<file path="src/rtl/ddmc_pkg.sv">
`default_nettype none
package ddmc_pkg;

  // door phases
  localparam logic [1:0] PH_CLOSED  = 2'd0;
  localparam logic [1:0] PH_OPENING = 2'd1;
  localparam logic [1:0] PH_OPENED  = 2'd2;
  localparam logic [1:0] PH_CLOSING = 2'd3;

  // motor drive codes
  localparam logic [1:0] MOT_OFF = 2'd0;
  localparam logic [1:0] MOT_FWD = 2'd1;
  localparam logic [1:0] MOT_REV = 2'd2;

  // commands
  localparam logic [1:0] ACT_STOP  = 2'd0;
  localparam logic [1:0] ACT_OPEN  = 2'd1;
  localparam logic [1:0] ACT_CLOSE = 2'd2;

  // configuration register indexes
  localparam int unsigned CFG_IDX_W = 8;
  localparam logic [CFG_IDX_W-1:0] REG_TRAVEL_TICKS   = 8'd0;
  localparam logic [CFG_IDX_W-1:0] REG_DEBOUNCE_TICKS = 8'd1;

  localparam int unsigned CFG_DATA_W   = 16;
  localparam int unsigned TRAVEL_REG_W = 16;
  localparam int unsigned DEB_REG_W    = 8;
  localparam logic [TRAVEL_REG_W-1:0] TRAVEL_TICKS_RST = 16'd5000;
  localparam logic [DEB_REG_W-1:0]    DEB_TICKS_RST    = 8'd50;

  // button slots
  localparam int unsigned KEY_OPEN  = 0;
  localparam int unsigned KEY_CLOSE = 1;
  localparam int unsigned KEY_STOP  = 2;
  localparam int unsigned NUM_BTN   = 3;

  // result fields, door_phase in the lowest bits
  typedef struct packed {
    logic [1:0] active_command;
    logic       phase_changed;
    logic [1:0] motor_drive;
    logic [1:0] door_phase;
  } result_t;

endpackage
`default_nettype wire

</file>
<file path="src/rtl/debounced_door_motor_controller.sv">
// debounced door motor controller
//
// in_* carries one time tick per request: three raw active-low button
// levels (open, close, stop). Each accepted tick debounces the buttons,
// updates the stored command and steps the door machine and travel timer.
// out_* returns exactly one result per tick: door phase, motor drive,
// a phase-changed flag and the stored command.
// cfg_* writes travel_ticks (index 0) and debounce_ticks (index 1); it is
// always ready and should only be used while the block is idle. Writes to
// other indexes are dropped.
// A tick's result goes to the result register, or to the skid register
// in a stall. One tick can be accepted every clock while in_tready is
// high, each update one pass of short logic into the state registers.
// A two-deep output (result register plus skid register) lets the block
// take one more tick while the receiver stalls; in_tready drops only when
// both hold results.
// Synchronous reset: door closed, motor off, command stop, buttons
// released and already stable, timer idle, registers at 5000 and 50.
`default_nettype none
module debounced_door_motor_controller
  import ddmc_pkg::*;
#(
  parameter int unsigned TRAVEL_COUNT_WIDTH   = 16,
  parameter int unsigned DEBOUNCE_COUNT_WIDTH = 8
) (
  input  wire logic                  clk,
  input  wire logic                  rst_n,
  // tdata: [0] open_level_n, [1] close_level_n, [2] stop_level_n
  input  wire logic                  in_tvalid,
  output logic                       in_tready,
  input  wire logic [7:0]            in_tdata,
  // tdata: [1:0] door_phase, [3:2] motor_drive, [4] phase_changed,
  //        [6:5] active_command
  output logic                       out_tvalid,
  input  wire logic                  out_tready,
  output logic [7:0]                 out_tdata,
  input  wire logic                  cfg_valid,
  output logic                       cfg_ready,
  input  wire logic [CFG_IDX_W-1:0]  cfg_index,
  input  wire logic [CFG_DATA_W-1:0] cfg_data
);

  localparam int unsigned TW = TRAVEL_COUNT_WIDTH;
  localparam int unsigned DW = DEBOUNCE_COUNT_WIDTH;
  localparam logic [TW-1:0] TRAVEL_MAX = {TW{1'b1}};
  localparam logic [DW-1:0] DEB_MAX    = {DW{1'b1}};
  localparam logic [32:0]   TRAVEL_MAX_W = 33'({TW{1'b1}});
  localparam logic [32:0]   DEB_MAX_W    = 33'({DW{1'b1}});

  logic [TRAVEL_REG_W-1:0] travel_ticks_r;
  logic [DEB_REG_W-1:0]    debounce_ticks_r;

  logic [1:0]    phase_r, phase_nxt;
  logic [1:0]    drive_r, drive_nxt;
  logic [1:0]    cmd_r, cmd_nxt;
  logic [TW-1:0] elapsed_r, elapsed_nxt;
  logic          running_r, running_nxt;
  logic          done_r, done_nxt;
  logic [NUM_BTN-1:0] level_r, level_nxt;
  logic [NUM_BTN-1:0] latched_r, latched_nxt;
  logic [DW-1:0] stable_r [NUM_BTN];
  logic [DW-1:0] stable_nxt [NUM_BTN];

  result_t out_r, skid_r, result;
  logic    out_valid_r, skid_valid_r;

  logic [TW-1:0]      travel_limit;
  logic [DW-1:0]      deb_limit;
  logic [NUM_BTN-1:0] lvl;
  logic               in_fire;

  assign cfg_ready = 1'b1;
  assign in_tready = !skid_valid_r;
  assign in_fire   = in_tvalid && in_tready;
  assign lvl       = in_tdata[NUM_BTN-1:0];

  // clip limits to the counter widths
  assign travel_limit = (33'(travel_ticks_r) > TRAVEL_MAX_W) ? TRAVEL_MAX
                                                             : TW'(travel_ticks_r);
  assign deb_limit = (33'(debounce_ticks_r) > DEB_MAX_W) ? DEB_MAX
                                                         : DW'(debounce_ticks_r);

  always_comb begin
    logic start;
    phase_nxt   = phase_r;
    drive_nxt   = drive_r;
    elapsed_nxt = elapsed_r;
    running_nxt = running_r;
    done_nxt    = done_r;
    start       = 1'b0;

    // door machine acts on last tick's command
    unique case (phase_r)
      PH_CLOSED: begin
        if (cmd_r == ACT_OPEN) begin
          start = 1'b1; drive_nxt = MOT_FWD; phase_nxt = PH_OPENING;
        end
      end
      PH_OPENING: begin
        if (cmd_r == ACT_CLOSE) begin
          start = 1'b1; drive_nxt = MOT_REV; phase_nxt = PH_CLOSING;
        end else if (done_r) begin
          drive_nxt = MOT_OFF; phase_nxt = PH_OPENED; done_nxt = 1'b0;
        end
      end
      PH_OPENED: begin
        if (cmd_r == ACT_CLOSE) begin
          start = 1'b1; drive_nxt = MOT_REV; phase_nxt = PH_CLOSING;
        end
      end
      PH_CLOSING: begin
        if (cmd_r == ACT_OPEN) begin
          start = 1'b1; drive_nxt = MOT_FWD; phase_nxt = PH_OPENING;
        end else if (done_r) begin
          drive_nxt = MOT_OFF; phase_nxt = PH_CLOSED; done_nxt = 1'b0;
        end
      end
      default: ;
    endcase

    if (start) begin
      elapsed_nxt = '0;
      running_nxt = 1'b1;
      done_nxt    = 1'b0;
    end

    // travel timer
    if (running_nxt) begin
      if (elapsed_nxt != TRAVEL_MAX) begin
        elapsed_nxt = elapsed_nxt + 1'b1;
      end
      if (elapsed_nxt >= travel_limit) begin
        running_nxt = 1'b0;
        done_nxt    = 1'b1;
      end
    end
  end

  // debouncers
  always_comb begin
    level_nxt   = level_r;
    latched_nxt = latched_r;
    for (int i = 0; i < NUM_BTN; i++) begin
      stable_nxt[i] = stable_r[i];
      if (lvl[i] != level_r[i]) begin
        level_nxt[i]  = lvl[i];
        stable_nxt[i] = '0;
      end else begin
        if (stable_r[i] != DEB_MAX) begin
          stable_nxt[i] = stable_r[i] + 1'b1;
        end
        if (stable_nxt[i] >= deb_limit) begin
          latched_nxt[i] = !lvl[i];
        end
      end
    end
    priority if (latched_nxt[KEY_STOP]) begin
      cmd_nxt = ACT_STOP;
    end else if (latched_nxt[KEY_OPEN]) begin
      cmd_nxt = ACT_OPEN;
    end else if (latched_nxt[KEY_CLOSE]) begin
      cmd_nxt = ACT_CLOSE;
    end else begin
      cmd_nxt = cmd_r;
    end
  end

  always_comb begin
    result.door_phase     = phase_nxt;
    result.motor_drive    = drive_nxt;
    result.phase_changed  = (phase_nxt != phase_r);
    result.active_command = cmd_nxt;
  end

  // configuration registers
  always_ff @(posedge clk) begin
    if (!rst_n) begin
      travel_ticks_r   <= TRAVEL_TICKS_RST;
      debounce_ticks_r <= DEB_TICKS_RST;
    end else if (cfg_valid && cfg_ready) begin
      if (cfg_index == REG_TRAVEL_TICKS) begin
        travel_ticks_r <= cfg_data[TRAVEL_REG_W-1:0];
      end else if (cfg_index == REG_DEBOUNCE_TICKS) begin
        debounce_ticks_r <= cfg_data[DEB_REG_W-1:0];
      end
    end
  end

  // tick state
  always_ff @(posedge clk) begin
    if (!rst_n) begin
      phase_r   <= PH_CLOSED;
      drive_r   <= MOT_OFF;
      cmd_r     <= ACT_STOP;
      elapsed_r <= '0;
      running_r <= 1'b0;
      done_r    <= 1'b0;
      level_r   <= '1;
      latched_r <= '0;
      for (int i = 0; i < NUM_BTN; i++) begin
        stable_r[i] <= DEB_MAX;
      end
    end else if (in_fire) begin
      phase_r   <= phase_nxt;
      drive_r   <= drive_nxt;
      cmd_r     <= cmd_nxt;
      elapsed_r <= elapsed_nxt;
      running_r <= running_nxt;
      done_r    <= done_nxt;
      level_r   <= level_nxt;
      latched_r <= latched_nxt;
      for (int i = 0; i < NUM_BTN; i++) begin
        stable_r[i] <= stable_nxt[i];
      end
    end
  end

  // result register plus skid
  always_ff @(posedge clk) begin
    if (!rst_n) begin
      out_valid_r  <= 1'b0;
      skid_valid_r <= 1'b0;
    end else if (!out_valid_r || out_tready) begin
      if (skid_valid_r) begin
        out_valid_r  <= 1'b1;
        skid_valid_r <= 1'b0;
      end else begin
        out_valid_r <= in_fire;
      end
    end else if (in_fire) begin
      skid_valid_r <= 1'b1;
    end
  end

  always_ff @(posedge clk) begin
    if (!out_valid_r || out_tready) begin
      out_r <= skid_valid_r ? skid_r : result;
    end else if (in_fire) begin
      skid_r <= result;
    end
  end

  assign out_tvalid = out_valid_r;
  assign out_tdata  = {1'b0, out_r};

  a_skid_implies_out: assert property (@(posedge clk) disable iff (!rst_n)
    skid_valid_r |-> out_valid_r)
    else $error("skid holds a result while output register is empty");

  a_motor_off_at_rest: assert property (@(posedge clk) disable iff (!rst_n)
    (phase_r == PH_CLOSED || phase_r == PH_OPENED) |-> (drive_r == MOT_OFF))
    else $error("motor driven while door at rest");

  a_timer_flags: assert property (@(posedge clk) disable iff (!rst_n)
    !(running_r && done_r))
    else $error("travel timer running and done together");

  a_stall_fills_skid: assert property (@(posedge clk) disable iff (!rst_n)
    (out_valid_r && !out_tready && in_fire) |=> skid_valid_r)
    else $error("request accepted during stall was not kept");

endmodule
`default_nettype wire

</file>
<file path="config.mk">
export PLATFORM = sky130hd
export DESIGN_NAME = debounced_door_motor_controller
export DESIGN_NICKNAME = d
export VERILOG_FILES = /design/src/rtl/ddmc_pkg.sv /design/src/rtl/debounced_door_motor_controller.sv
export SDC_FILE = /design/constraint.sdc
export NUM_CORES = 1
export LEC_CHECK = 0
export ABC_AREA = 1
export BUFFER_PORTS_ARGS = -buffer_cell sky130_fd_sc_hd__buf_2
export CAP_MARGIN = 20
export CELL_PAD_IN_SITES_DETAIL_PLACEMENT = 0
export CELL_PAD_IN_SITES_GLOBAL_PLACEMENT = 2
export CORE_MARGIN = 2
export CORE_UTILIZATION = 32
export DETAILED_ROUTE_END_ITERATION = 6
export PLACE_DENSITY_LB_ADDON = 0.3
export SYNTH_ARGS = -nofsm -noshare
export SYNTH_HDL_FRONTEND = slang
export SYNTH_SLANG_ARGS = --single-unit
</file>
<file path="constraint.sdc">
create_clock -name clk -period 3.03 [get_ports clk]
set_clock_uncertainty 0.1 [all_clocks]
set_input_delay 0.1515 -clock clk [delete_from_list [all_inputs] [get_ports clk]]
set_output_delay 0.1515 -clock clk [all_outputs]
set_load 0.02 [all_outputs]
</file>
## Word-level counts from Yosys, hierarchy flattened

Memories as Yosys holds them, arrays and structs flattened.
Index checks and enable logic that the tools add are counted.

- Flip-flop bits (word level): 70
- Word-level logic and storage cells: 125
- Output and inout port bits: 11
- Bits of input ports: 37
- Bits in writable memories: 24
- Memories: 1

Memory list:

| name | words | width | read ports | clocked after Yosys merged registers in | wr ports | RTL line | RTL |
|---|---|---|---|---|---|---|---|
| stable_r | 3 | 8 | 3 | 0 | 3 | debounced_door_motor_controller.sv:61 | `logic [DW-1:0] stable_r [NUM_BTN];` |

- Eq/ne operators: 14
- Muxes and demuxes: 56
- Bitwise gates (word level): 6
- Add/sub/neg operators: 4
- Reductions and logical operators: 18
- $lt $le $gt $ge: 4

Operator list:

| cell | number |
|---|---|
| $mux 8 | 12 |
| $mux 16 | 4 |
| $mux 2 | 14 |
| $add 8x1->8 const B | 3 |
| $ge 8x8->1 | 3 |
| $ne 8x8->1 const B | 3 |
| $mux 1 | 21 |
| $add 16x1->16 const B | 1 |
| $ge 16x16->1 | 1 |
| $ne 16x16->1 const B | 1 |
| $pmux 2 s4 | 2 |
| $reduce_and 2->1 | 5 |
| $eq 8x1->1 const B | 1 |
| $logic_not 8->1 | 1 |
| $mux 7 | 1 |
| $eq 2x2->1 const B | 3 |
| $reduce_or 2->1 | 3 |
| $logic_not 1->1 | 5 |
| $eq 2x1->1 const B | 2 |
| $pmux 1 s2 | 2 |
| $ne 1x1->1 | 3 |
| $not 1->1 | 3 |
| $or 1x1->1 | 3 |
| $reduce_and 3->1 | 1 |
| other kinds (4) | 4 |

## Depth between registers and ports, before layout

An unclocked memory read counts as a cell.

- Depth in word-level cells: 11
- Mapped depth: 30
- Gate-level depth less buffers: 28

## Worst setup path after synthesis

Ideal clock, no wire load.

- Path type: flip-flop to flip-flop
- Start point: register phase_r[0]
- End point: register done_r
- Setup time: 0.116 ns
- Setup slack: -0.321 ns
- Cell stages (with the launch flop): 30
- Arrival: 3.135 ns
- Data required time: 2.814 ns
- Path through: dfxtp_1 -> inv_1 -> ha_1 -> nand3_2 -> buf_6 -> nand3_2 -> inv_1 -> ha_1 -> nand2_1 -> nor2_1 -> nand3_2 -> inv_2 -> nand2_4 -> buf_6 -> nand2_4 -> nand2_1 -> inv_1 -> ha_1 -> inv_1 -> nand2_1 -> a21oi_1 -> o21ai_0 -> nand2_1 -> nand2_1 -> nand2_1 -> nand2_1 -> nand2_1 -> nand2_1 -> nand2_1 -> nand2_1

- Word-level cells in the longest chain between the ends: 10
- Elaborated cells between the ends (all ways): 18

Ends and longest elaborated chain:

| what | RTL line | RTL |
|---|---|---|
| from (decl) | debounced_door_motor_controller.sv:53 | `logic [1:0] phase_r, phase_nxt;` |
| from (signal assigned) | debounced_door_motor_controller.sv:204 | `phase_r <= phase_nxt;` |
| $eq 2x2->1 (tied with other cells) | debounced_door_motor_controller.sv:93 | `unique case (phase_r)` |
| $reduce_or 2->1 (no line) | n/a |  |
| $pmux 1 s2 | debounced_door_motor_controller.sv:93 |  |
| $mux 16 | debounced_door_motor_controller.sv:121 | `if (start) begin` |
| $add 16x1->16 or $ne 16x16->1 (tied branches) | debounced_door_motor_controller.sv:130, debounced_door_motor_controller.sv:129 |  |
| $mux 16 | debounced_door_motor_controller.sv:129 | `if (elapsed_nxt != TRAVEL_MAX) begin` |
| $mux 16 | debounced_door_motor_controller.sv:128 | `if (running_nxt) begin` |
| $ge 16x16->1 | debounced_door_motor_controller.sv:132 | `if (elapsed_nxt >= travel_limit) begin` |
| $mux 1 | debounced_door_motor_controller.sv:132 |  |
| $mux 1 (*) | debounced_door_motor_controller.sv:128 |  |
| to (signal assigned) | debounced_door_motor_controller.sv:209 | `done_r <= done_nxt;` |
| to (decl) | debounced_door_motor_controller.sv:58 | `logic done_r, done_nxt;` |

Mark *: on every way between the ends. The rest lies on a longest branch, timed or not. The select of a mux whose other input is x is not followed.
A chain may end at the register's enable or synchronous reset.

## Worst setup path in the final report

Ends and elaborated chain as after synthesis.

==> reports/metrics.cfg <==
[floorplan]
dieArea_um2 = 20100
core_um2 = 18600
die_x_um = 142
start_util_pct = 32.5
placementRows = 50
io_pins = 48
dieHeight_um = 142

[worst_setup_path]
end_kind = register
crit_type = reg2reg
r2r_cells = 28
critPathBufInv = 6
path_delay_family = simple AND/OR/NAND/NOR gates
slowest_delay_ps = 360
slowest_stage = dfxtp_4
cp-start-kind = register
arrival_ps = 3130
worst_path_most_repeated_cell = nand2_1
crit_fanout = 6
critPathRequiredTime_ps = 3170
crit_cells = 28

[yosys]
synth_nets = 911
yosys_warnings = 0
synth.yosys.seq_area_share_pct = 37.3
synth-edff-count = 38
ys_async_sr_fraction_pct = 0
yosys.cell_types.count = 43
ys_ff_latch = 94
synth_cells = 826
syn_avg_cell_area_um2 = 7.34
synth_area_um2 = 6060
synth_ff_type = dfxtp_1

[sta]
slew_headroom_pct = 55.7
setup_viol = 0
clock.fmax_mhz = 334
post-route-min-period_ps = 3000
grt_setup_unrepaired = true
worstMarginPinSlew_ps = 663
hold_viol_final = 0
hold_ws_ps = 32.6
maxSlewViolCount = 0
fin_crit_sh_pct = 98.9

[detailed_routing]
routed_via_density = 4.54
ant_nets = 0
drtPass1Iterations = 4
routed_wl_um = 15300
drt_iter0_markers = 239
post_drt_wl_per_cell_um = 13.1
drc = 0
routed-via-count = 5309

[global_route]
antenna_found_initial = 0
grt_use_total_pct = 15.9
grt_pass1_wl_um = 25200
grt_pass1_vias = 5091
grt_max_degree = 29
overflow = 0

[cts]
clk_latency_ps = 350
cts_buffers = 9
cts_tree = done
clock_path_buffers = 2
cts.sinks = 94
path_clk_slew_ps = 70
root_buffer = clkbuf_16
ctsHtreeMaxLevel = 3

[final_layout]
design_area_um2 = 7650
fin_util_pct = 41.0
nets = 1015
area_growth_pct = 26.2
diodes = 0
drive_gt1_share_pct = 19.3

[worst_hold_path]
hold_depth = 3
hp-class = in2reg

[pwr]
p_per_area_nw_per_um2 = 422
ir_drop_mv = 0.274
cellLeakagePower_nw = 3.49

[placed_design]
place_congestion = 0.829
dpl.hpwl_um = 11500
placed_cell_area_um2 = 6820
io_buffers = 40

[job]
cap_viol_max_count = 0

[status]
status = finished clean

-- cells in the final DEF (no fill, tap or decap), types with 4 or more instances in the layout --
cell           Yosys  final
nand2_1          255    247
xnor2_1           10     10
edfxtp_1          38     38
inv_4              0      4
nand4_1           12     12
clkbuf_16          0     10
o211ai_1          10     10
nor2_2             3      4
buf_4              2     50
nand2_2            5     12
o22ai_1            5      5
a21oi_1           43     42
nand3_4            1      7
o21ai_1            2      4
nand3_1           44     38
inv_1            108    101
inv_2              3      7
ha_1              48     42
ha_4               0      5
nor2_4             3      8
o21ai_0           42     40
nand3_2            8      8
buf_2              0     40
xor2_1            10     10
dfxtp_1           56     54
dlygate4sd3_1      0     19
nor3_1             9      5
nor2_1            59     53
-- logic make-up (layout without fill, tap and decap cells) --
logic type,Yosys count,after routing,synth area share (%)
AOI/OAI and AO/OA,118,118,10.9
xor gates and xnor gates,20,20,2.89
adders and majority gates,48,48,9.91
buffers and inverters,132,241,8.81
DFF,94,94,37.3
muxes,1,1,0.186
other,2,2,0.124
and+or+nand+nor,411,411,29.9
-- tightest hold or removal path: cells and delay by family --
kind | cells | cell delay [ps]
AO/OA/AOI/OAI | 2 | 200
buffers and inverters | 1 | 100
-- layout make-up --
| type | instances | area (um2) |
|---|---|---|
| Fill cell | 1948 | 11000 |
| Inverter | 113 | 432 |
| Timing Repair Buffer | 112 | 821 |
| Clock inverter | 4 | 50.0 |
| Multi-Input combinational cell | 600 | 3520 |
| Tap cell | 234 | 293 |
| Clock buffer | 12 | 268 |
| Sequential cell | 94 | 2270 |
-- registers in the layout (all words and copies together), names as in the netlist --
| signal | count |
|---|---|
| phase_r | 2 |
| elapsed_r | 16 |
| travel_limit | 16 |
| out_tdata | 7 |
| deb_limit | 8 |
| skid_r | 7 |
| cmd_r | 2 |
| done_r | 1 |
| out_tvalid | 1 |
| running_r | 1 |
| stable_r | 24 |
| skid_valid_r | 1 |
| latched_r | 3 |
| level_r | 3 |
| drive_r | 2 |
-- path summary, 6_finish.rpt --
check	start	endpoint	slack (ps)
worst max register to register	phase_r[0]$_SDFFE_PN0P_	done_r$_SDFFE_PN0P_	30
worst min-delay path	cfg_data[6]	deb_limit[6]$_SDFFE_PN0P_	30
worst max-delay path	phase_r[0]$_SDFFE_PN0P_	done_r$_SDFFE_PN0P_	30
worst min register to register	elapsed_r[13]$_SDFFE_PN0P_	elapsed_r[13]$_SDFFE_PN0P_	360
-- synth_stat cells (2+ instances only) --
library cell	number	share of area [%]
conb_1	2	0.12
xor2_1	10	1.4
o211ai_1	10	1.2
o21ai_1	2	0.17
dfxtp_1	56	18
o21bai_1	3	0.37
nand3_2	8	1.3
o31ai_1	2	0.25
nand4_1	12	1.2
inv_2	3	0.19
o22ai_1	5	0.52
o21a_1	3	0.37
edfxtp_1	38	19
nor2_2	3	0.31
clkbuf_1	14	0.87
nand2_2	5	0.52
nand3b_1	2	0.25
clkinv_1	2	0.12
nand3_1	44	3.6
a21oi_1	43	3.6
buf_6	2	0.37
ha_1	48	9.9
inv_1	108	6.7
or2_2	3	0.31
a211oi_1	2	0.25
nand2_1	255	16
buf_4	2	0.25
a21boi_0	3	0.37
nor2_1	59	3.7
a21o_1	2	0.25
nand2_4	3	0.56
xnor2_1	10	1.4
nor3_1	9	0.74
nor2_4	3	0.56
o21ai_0	42	3.5
-- power breakdown --
part / leakage, nW / switching [W] / internal [W] / total, W
Combinational: 2.53 / 0.000341 / 0.000255 / 0.000595
Clock: 0.159 / 0.000515 / 0.000716 / 0.00123
Sequential: 0.807 / 0.0000369 / 0.00137 / 0.00141
-- timing repair --
item                       4_1_cts  5_1_grt
resized for setup                5       50
pin swaps                        0       17
setup endpoints to repair        1       11
gates cloned                     0        0
hold buffers                    19        0
hold endpoints to repair        22        0
buffers inserted                 0       12
-- stage by stage --
step | worst slack, ps | TNS [ps] | power (W) | std cells
final | 32.6 | 0 | 0.00323 | 1169
after global routing | -155 | -354 | 0.00341 | 1169
after global placement | -26.8 | -26.8 | 0.00197 | 1122
after detailed placement | -45.1 | -45.1 | 0.00198 | 1122
after CTS | 9.98 | 0 | 0.00323 | 1157
after floorplan | 14.8 | 0 | 0.00180 | 826
-- routing by layer --
metal | vias up | global-route usage, % | wire length, um
met5 | - | 0 | 0
met4 | 0 | 4.58 | 209
met3 | 14 | 2.33 | 313
met2 | 46 | 27.7 | 7550
met1 | 2354 | 20.4 | 7220
li1 | 2895 | - | -
Power figures use the tool's default switching activity.
